--- src/dmwbc_pkg.sv ---
// ----------------------------------------------------------------------------
// dmwbc_pkg
// Shared types and constants of the direct-mapped write-back cache.
// ----------------------------------------------------------------------------
package dmwbc_pkg;

  localparam int unsigned CostW = 10;
  localparam int unsigned WordW = 32;
  localparam int unsigned CfgIdxW = 2;

  localparam logic [CfgIdxW-1:0] CfgMemRead = 2'd0;
  localparam logic [CfgIdxW-1:0] CfgMemWrite = 2'd1;
  localparam logic [CfgIdxW-1:0] CfgCacheRead = 2'd2;
  localparam logic [CfgIdxW-1:0] CfgCacheWrite = 2'd3;

  typedef struct packed {
    logic clr_step;   // zero one main memory word after reset
    logic latch;      // capture input word, apply clear_time
    logic lookup;     // capture line state
    logic wb_step;    // move one victim word to memory
    logic fill_step;  // move one memory word into the line
    logic fill_done;  // install tag, mark the line valid and clean
    logic access;     // do the word read or write
    logic out_load;   // load output register
  } cmd_t;

  typedef struct packed {
    logic clr_done;
    logic err;
    logic hit;
    logic dirty;
    logic last_word;
  } sts_t;

endpackage

--- src/dmwbc_ctrl.sv ---
// ----------------------------------------------------------------------------
// dmwbc_ctrl
// Sequencer: memory clear after reset, lookup, optional writeback and fill sweeps, access, output.
// ----------------------------------------------------------------------------
module dmwbc_ctrl
  import dmwbc_pkg::*;
(
  input  logic clk_i,
  input  logic rst_ni,
  input  logic in_valid_i,
  output logic in_ready_o,
  input  logic out_ready_i,
  output logic out_valid_o,
  input  sts_t sts_i,
  output cmd_t cmd_o
);

  localparam logic [2:0] StIdle = 3'd0;
  localparam logic [2:0] StLook = 3'd1;
  localparam logic [2:0] StDec  = 3'd2;
  localparam logic [2:0] StWb   = 3'd3;
  localparam logic [2:0] StFill = 3'd4;
  localparam logic [2:0] StFinW = 3'd5;
  localparam logic [2:0] StAcc  = 3'd6;
  localparam logic [2:0] StInit = 3'd7;

  logic [2:0] state_q, state_d;
  logic       ovalid_q, ovalid_d;

  always_comb begin
    state_d = state_q;
    ovalid_d = ovalid_q;
    cmd_o = '0;
    in_ready_o = 1'b0;
    if (out_ready_i) begin
      ovalid_d = 1'b0;
    end
    case (state_q)
      StInit: begin
        cmd_o.clr_step = 1'b1;
        if (sts_i.clr_done) begin
          state_d = StIdle;
        end
      end
      StIdle: begin
        in_ready_o = 1'b1;
        if (in_valid_i) begin
          cmd_o.latch = 1'b1;
          state_d = StLook;
        end
      end
      StLook: begin
        cmd_o.lookup = 1'b1;
        state_d = StDec;
      end
      StDec: begin
        if (sts_i.err || sts_i.hit) begin
          state_d = StAcc;
        end else if (sts_i.dirty) begin
          state_d = StWb;
        end else begin
          state_d = StFill;
        end
      end
      StWb: begin
        cmd_o.wb_step = 1'b1;
        if (sts_i.last_word) begin
          state_d = StFill;
        end
      end
      StFill: begin
        cmd_o.fill_step = 1'b1;
        if (sts_i.last_word) begin
          state_d = StFinW;
        end
      end
      StFinW: begin
        cmd_o.fill_done = 1'b1;
        state_d = StAcc;
      end
      StAcc: begin
        if (!ovalid_q || out_ready_i) begin
          cmd_o.access = 1'b1;
          cmd_o.out_load = 1'b1;
          ovalid_d = 1'b1;
          state_d = StIdle;
        end
      end
      default: state_d = StIdle;
    endcase
  end

  always_ff @(posedge clk_i or negedge rst_ni) begin
    if (!rst_ni) begin
      state_q <= StInit;
      ovalid_q <= 1'b0;
    end else begin
      state_q <= state_d;
      ovalid_q <= ovalid_d;
    end
  end

  assign out_valid_o = ovalid_q;

endmodule

--- config.mk ---
export PLATFORM = sky130hd
export DESIGN_NAME = dmwbc_ctrl
export DESIGN_NICKNAME = d
export VERILOG_FILES = /design/src/dmwbc_pkg.sv /design/src/dmwbc_ctrl.sv
export SDC_FILE = /design/constraint.sdc
export NUM_CORES = 1
export LEC_CHECK = 0
export ABC_AREA = 1
export ABC_CLOCK_PERIOD_IN_PS = 2350
export BUFFER_PORTS_ARGS = -buffer_cell sky130_fd_sc_hd__clkbuf_2
export CELL_PAD_IN_SITES_DETAIL_PLACEMENT = 1
export CELL_PAD_IN_SITES_GLOBAL_PLACEMENT = 2
export CORE_MARGIN = 2
export CORE_UTILIZATION = 22
export DETAILED_ROUTE_END_ITERATION = 10
export MAX_ROUTING_LAYER = met4
export PLACE_DENSITY = 0.82
export SYNTH_ARGS = -nofsm -noshare
export SYNTH_HDL_FRONTEND = slang
export SYNTH_SLANG_ARGS = --single-unit
--- constraint.sdc ---
create_clock -name clk_i -period 2.35 [get_ports clk_i]
set_clock_uncertainty 0.05 [all_clocks]
set_input_delay 0.3525 -clock clk_i [delete_from_list [all_inputs] [get_ports clk_i]]
set_output_delay 0.3525 -clock clk_i [all_outputs]
set_load 0.1 [all_outputs]
==> results of run 1 <==
area by class of cell:
type	count	area, um2	share of cell area (%)
clock buffer	4	26.3	4.95
inverter	12	45.0	8.49
multi-input combinational	45	224	42.2
sequential	4	104	19.6
tap	25	31.3	5.90
timing repair buffer	19	100	18.9
worst paths after layout:
check / cells past startpoint / to
max: 3 / cmd_o[0]
min: 4 / out_valid_o
max reg2reg: 6 / state_q[0]
min reg2reg: 2 / state_q[0]
max in group asynchronous: 2 / state_q[1]
min in group asynchronous: 2 / out_valid_o
sequential cells by signal, indices dropped and copies added, names as in the netlist:
register     count
out_valid_o      1
state_q          3
metrics by stage:
step	std cells	cell area, um2	utilization (%)	setup slack, ns
floorplan	65	410	-	-0.326
global route	109	531	31.1	0.127
CTS	109	531	31.1	0.223
finish	109	531	31.1	0.231
global placement	104	494	28.9	0.506
detailed placement	104	494	28.9	0.474
logic make-up after synthesis:
| kind of cell | Yosys count | share of synthesized area [%] |
|---|---|---|
| DFF | 4 | 26.2 |
| buffers and inverters | 16 | 20.8 |
| AOI/OAI and AO/OA | 2 | 3.15 |
| and+or+nand+nor | 42 | 47.6 |
| xor gates and xnor gates | 1 | 2.21 |
cells in the final DEF, fill, tap and decap left out, drive strengths merged:
| master | synthesis | layout |
|---|---|---|
| xor2 | 1 | 1 |
| dfrtp | 1 | 1 |
| o21a | 1 | 1 |
| a21oi | 1 | 1 |
| dlygate4sd3 | 0 | 1 |
| nor3 | 2 | 2 |
| nor2 | 11 | 11 |
| inv | 12 | 12 |
| dfstp | 3 | 3 |
| nand3 | 9 | 9 |
| nand4 | 1 | 1 |
| clkbuf | 0 | 22 |
| nand2 | 19 | 19 |
worst reg2reg max path, stage by stage (launching register included):
cell and delay [ns]:
dfstp_2 0.68, nor2_1 0.14, nand3_2 0.10, nand2_1 0.05
nor2_1 0.18, nand3_1 0.09, nand2_1 0.08
timing repair:
item | in CTS | in global routing
resized for setup | 0 | 0
hold endpoints to repair | 1 | 0
endpoints found under the setup margin | 0 | 0
hold buffers | 1 | 0
metal layers:
metal  part of all wire, %  global-route usage, %  vias to the layer above
met5                     0                      -                        -
met4                     0                   3.43                        0
met3                   2.7                   2.35                        0
met2                    47                   15.6                        8
met1                    50                   14.1                      191
li1                      -                      -                      232
==> impl_metrics.tcl, run 1 <==
set metrics [dict create \
    finalCriticalPeriod_ns 2.12 \
    yosys_register_bits 4 \
    dpl.hpwl_um 821 \
    crit_family "flip-flops" \
    num_rows 15 \
    netlist_area_um2 397 \
    rsz0062_at_grt "false" \
    start_util_pct 23.2 \
    path_cells "nand3_1, a21oi_2, clkbuf_2" \
    setup_tns_ns 0 \
    pin_count 19 \
    synthFlopType "dfstp_2" \
    r2r_start "state_q[2]" \
    portBuffers 18 \
    clk_latency_ns 0.23 \
    clk_transition_reported_paths_ns 0.04 \
    drt_wl_total_um 988 \
    synth_warnings 0 \
    slew_viol_final 0 \
    areaGrowthSynthToFinish_pct 33.8 \
    hold_slack_ns 0.369 \
    slew_headroom_pct 63.7 \
    cpPeakStageDelay_ns 0.68 \
    synth_common_cells "19 x nand2_1, 12 x inv_1, 9 x nor2_1" \
    path_buf_inv 1 \
    drc 0 \
    worstHoldPathType "in2reg" \
    fp.dieW_um 46.5 \
    async_flop_share_pct 100 \
    end_kind "output pin" \
    clock-root-buffer "clkbuf_4" \
    required_ns 1.95 \
    cts.sinks 4 \
    grt_pass1_wl_mm 1.59 \
    yosysTopAreaCell "dfstp_2" \
    synth_top_area_share_pct 19.9 \
    ys_top_cells_by_area "dfstp_2 20%, nand2_1 18%, inv_1 11%" \
    yosysUniqueCellTypes 15 \
    drtPass1Iterations 3 \
    overflow 0 \
    htreeDepth 1 \
    worst_pin_slew_ns 0.546 \
    fmax_mhz 472 \
    num-fill-cells 232 \
    antenna_left 0 \
    cp_max_fo 13 \
    vias 431 \
    cts_setup_buffers 0 \
    post_drt_wl_per_cell_um 9.06 \
    antenna_found_initial 0 \
    startpoint "state_q[2]" \
    worstSetupPathType "reg2out" \
    outcome "completed" \
    grt_max_degree 14 \
    grt_pass1_vias 394 \
    syn_nets 74 \
    drive_gt1_share_pct 38.1 \
    die_height_um 46.5 \
    dieArea_mm2 0.00216 \
    cap_viol_max_count 0 \
    setup_violations 0 \
    drt_iter0_drc 9 \
    hold_violations 0 \
    crit_arrival_ns 1.72 \
    coreArea_mm2 0.00171 \
    ys_seq_area_share_pct 26.2 \
    finalCritPeriodShare_pct 90.2 \
    layout.nets 94 \
    synth_edf_count 0 \
    clockBufferDepth 2 \
    cts_tree "done" \
    synthCells 65 \
    diodes 0 \
    hold_start "out_ready_i" \
    grt_usage_pct 10.5 \
    critPathSlowestCell "dfstp_2" \
    yosysMostFrequentCell "nand2_1" \
    avgViaCountPerCell 3.95 \
    rrSetupSlack_ns 0.92 \
    critical_path.startpoint_type "flop" \
    gp_congestion 0.656 \
    numCtsBuffers 3 \
    avgSynthCellArea_um2 6.10 \
]
Power of run 1 is left out: the tool's default activity adds up to more than one toggle a clock period on the data nets, which glitch-free logic cannot reach.
==> run 2: changes to the inputs <==
Settings changed: ABC_CLOCK_PERIOD_IN_PS 2350 to 2300, CORE_UTILIZATION 22 to 20, PLACE_DENSITY 0.82 to 0.75, SLEW_MARGIN set to 15.
Clock period 2.35 ns to 2.3 ns, I/O delays scaled along.
==> impl_metrics.tcl, run 2 (synthesized netlist as in run 1, its figures left out) <==
set metrics [dict create \
    stdcell_area_um2 543 \
    largest_reg_flops 3 \
    placed_area_um2 507 \
    coreArea_mm2 0.00192 \
    worstHoldPathType "in2reg" \
    required_ns 1.90 \
    areaGrowthSynthToFinish_pct 36.9 \
    layout.nets 95 \
    portBuffers 18 \
    fmax_mhz 491 \
    crit_arrival_ns 1.64 \
    cap_viol_max_count 0 \
    start_util_pct 20.6 \
    overflow 0 \
    finalCritPeriodShare_pct 88.6 \
    slew_headroom_pct 63.7 \
    rrSetupSlack_ns 0.86 \
    cp_max_fo 10 \
    num_rows 16 \
    drc 0 \
    place_ws_ns 0.494 \
    antenna_found_initial 0 \
    hold_start "out_ready_i" \
    vias 448 \
    finalCriticalPeriod_ns 2.04 \
    clk_latency_ns 0.24 \
    clockBufferDepth 2 \
    outcome "completed" \
    hold_violations 0 \
    avgViaCountPerCell 4.00 \
    diodes 0 \
    dpl.hpwl_um 807 \
    regMostFlops "state_q" \
    drive_gt1_share_pct 40.0 \
    post_drt_wl_per_cell_um 8.46 \
    hold_slack_ns 0.354 \
    cts_resized 0 \
    grt_max_degree 11 \
    critical_path.startpoint_type "flop" \
    layout_commonest_cell "nand2_1" \
    worst_pin_slew_ns 0.547 \
    die_height_um 48.5 \
    cts_tree "done" \
    cts.sinks 4 \
    setup_violations 0 \
    grt_pass1_wl_mm 1.53 \
    mostFrequentLayoutCells "19 x nand2_1, 18 x clkbuf_2, 12 x inv_1" \
    rr_worst_depth 7 \
    r2r_start "state_q[2]" \
    end_kind "output pin" \
    setup_ws_ns 0.261 \
    htreeDepth 1 \
    cts_setup_buffers 0 \
    drt_iter0_drc 4 \
    pin_count 19 \
    numCtsBuffers 3 \
    slew_viol_final 0 \
    holdPathEnd "out_valid_o" \
    drt_wl_total_um 948 \
    dieArea_mm2 0.00236 \
    grt_pass1_vias 385 \
    post-route-util_pct 28.3 \
    antenna_left 0 \
    clock-root-buffer "clkbuf_4" \
    rsz0062_at_grt "false" \
    drtPass1Iterations 4 \
    holdPathStages 4 \
    clk_transition_reported_paths_ns 0.04 \
    worstSetupPathType "reg2out" \
    fp.dieW_um 48.5 \
    grt_usage_pct 8.52 \
    gp_congestion 0.739 \
    reg2reg_to "state_q[2]" \
]
run 2: cell count changes in the layout (fill, tap and decap cells not counted):
cell    before  now
buf_4        0    1
nor2_2       4    5
nor2_1       7    6
run 2: worst max-delay path by stage:
stage                           start        to  slack (ns)  cells after the start
after floorplan           out_valid_o  cmd_o[1]       -0.37                      2
after global placement     state_q[2]  cmd_o[2]        0.52                      4
after detailed placement   state_q[1]  cmd_o[0]        0.49                      3
after CTS                  state_q[1]  cmd_o[0]        0.25                      3
after global routing       state_q[1]  cmd_o[0]        0.20                      3
final                      state_q[1]  cmd_o[0]        0.26                      3
run 2: timing repair:
| item | in CTS | in global routing |
|---|---|---|
| hold buffers | 1 | 0 |
| endpoints found under the hold margin | 1 | 0 |
| endpoints found under the setup margin | 0 | 0 |
run 2: area by class of cell:
cell class              count  area [um2]
clock buffers               4        26.3
fillers                   266        1380
inverters                  12        45.0
multi-input cells          45         226
flip-flops and latches      4         104
well taps                  27        33.8
repair buffers             20         108
run 2: metal layers:
layer	vias to the layer above	share of wire (%)	track usage, %
met1	203	46	10.7
met5	-	0	-
li1	234	-	-
met2	9	49	12.0
met4	0	1.1	5.71
met3	2	3.0	2.16
run 2: worst max-delay path, cell delays in order, from the launching register on:
cell and delay, ns:
dfstp_2 0.63, nand3_1 0.16, a21oi_2 0.15, clkbuf_2 0.47
run 2: per-stage QoR:
| stage | instances | TNS [ns] |
|---|---|---|
| 6_report | 112 | 0 |
| 5_1_grt | 112 | 0 |
| 4_1_cts | 112 | 0 |
| 3_5_place_dp | 107 | 0 |
| 3_3_place_gp | 107 | 0 |
| 2_1_floorplan | 65 | -0.368 |
Power of run 2 is left out for the same reason.
==> run 3: changes to the inputs <==
Settings changed: CORE_UTILIZATION 20 to 22, CTS_BUF_LIST set to sky130_fd_sc_hd__clkbuf_2, PLACE_DENSITY 0.75 to 0.82.
==> impl_metrics.tcl, run 3 (synthesized netlist as in run 1, its figures left out) <==
set metrics [dict create \
    outcome "completed" \
    startpoint "state_q[2]" \
    critPathSlowestCell "dfstp_2" \
    slew_headroom_pct 63.9 \
    drt_iter0_drc 5 \
    fmax_mhz 480 \
    setup_violations 0 \
    portBuffers 18 \
    gp_congestion 0.760 \
    placed_area_um2 497 \
    drc 0 \
    r2r_start "state_q[2]" \
    finalCritPeriodShare_pct 90.6 \
    start_util_pct 23.2 \
    worstSetupPathType "reg2out" \
    coreArea_mm2 0.00171 \
    grt_max_degree 14 \
    antenna_found_initial 0 \
    critical_path.startpoint_type "flop" \
    end_kind "output pin" \
    clk_transition_reported_paths_ns 0.06 \
    holdPathEnd "out_valid_o" \
    layout_commonest_cell "clkbuf_2" \
    htreeDepth 1 \
    areaGrowthSynthToFinish_pct 32.8 \
    drive_gt1_share_pct 40.5 \
    holdPathStages 4 \
    overflow 0 \
    clockBufferDepth 2 \
    drt_wl_total_um 948 \
    avgViaCountPerCell 3.95 \
    dpl.hpwl_um 811 \
    cap_viol_max_count 0 \
    path_buf_inv 1 \
    vias 431 \
    clk_latency_ns 0.21 \
    cts.sinks 4 \
    slew_viol_final 0 \
    post_drt_wl_per_cell_um 8.70 \
    diodes 0 \
    grt_usage_pct 10.5 \
    numCtsBuffers 3 \
    fp.dieW_um 46.5 \
    crit_arrival_ns 1.69 \
    rr_worst_depth 6 \
    antenna_left 0 \
    num_rows 15 \
    rrSetupSlack_ns 0.85 \
    cp_max_fo 13 \
    worst_pin_slew_ns 0.543 \
    finalCriticalPeriod_ns 2.08 \
    hold_start "out_ready_i" \
    required_ns 1.90 \
    num-fill-cells 231 \
    clock-root-buffer "clkbuf_2" \
    place_ws_ns 0.406 \
    dieArea_mm2 0.00216 \
    die_height_um 46.5 \
    pin_count 19 \
    drtPass1Iterations 4 \
    largest_reg_flops 3 \
    stdcell_area_um2 527 \
    rsz0062_at_grt "false" \
    worstHoldPathType "in2reg" \
    crit_family "flip-flops" \
    regMostFlops "state_q" \
    mostFrequentLayoutCells "22 x clkbuf_2, 19 x nand2_1, 12 x inv_1" \
    grt_pass1_vias 379 \
    cts_setup_buffers 0 \
    reg2reg_to "state_q[2]" \
    hold_violations 0 \
    path_cells "nand3_1, a21oi_2, clkbuf_2" \
    setup_ws_ns 0.217 \
    cts_tree "done" \
    cpPeakStageDelay_ns 0.69 \
    grt_pass1_wl_mm 1.61 \
    layout.nets 94 \
]
==> run 3: cell types whose count changed in the layout (fill, tap and decap cells not counted), sizes merged <==
| cell | delta |
|---|---|
| buf | -1 |
==> run 3: routing by layer <==
| metal | share of wire [%] | global-route usage, % |
|---|---|---|
| met1 | 52 | 15.3 |
| met2 | 47 | 14.2 |
| met3 | 1.8 | 3.53 |
| met4 | 0 | 1.71 |
| met5 | 0 | - |
==> run 3: stage by stage <==
| step | setup TNS, ns | utilization, % | hold WS [ns] | instances |
|---|---|---|---|---|
| finish | 0 | 30.8 | 0.373 | 109 |
| CTS | 0 | 30.8 | 0.366 | 109 |
| floorplan | -0.368 | - | -0.000591 | 65 |
| global route | 0 | 30.8 | 0.415 | 109 |
| detailed placement | 0 | 29.1 | 0.105 | 104 |
| global placement | 0 | 29.1 | 0.105 | 104 |
==> run 3: tightest hold or removal path, delay by kind of cell <==
family                 cells  cell delay (ns)
buffers and inverters      2             0.13
AND/OR/NAND/NOR            2             0.13
==> run 3: cell type report <==
type,instances,area (um2),share of cell area [%]
clock buffers,4,20.0,3.80
inverters,12,45.0,8.55
multi-input cells,45,226,43.0
flip-flops and latches,4,104,19.7
well taps,25,31.3,5.94
repair buffers,19,100,19.0
==> run 3: timing repair <==
| item | in CTS | in global routing |
|---|---|---|
| hold buffers | 1 | 0 |
| resized for setup | 0 | 0 |
| hold endpoints to repair | 1 | 0 |
| setup endpoints to repair | 0 | 0 |
==> run 3: worst max path at each step <==
| stage | endpoint | slack (ns) | cells after the start |
|---|---|---|---|
| global placement | cmd_o[0] | 0.45 | 3 |
| floorplan | cmd_o[1] | -0.37 | 2 |
| detailed placement | cmd_o[1] | 0.41 | 3 |
| CTS | cmd_o[1] | 0.19 | 3 |
| finish | cmd_o[1] | 0.22 | 3 |
| global route | cmd_o[0] | 0.11 | 3 |
Power of run 3 is left out for the same reason.
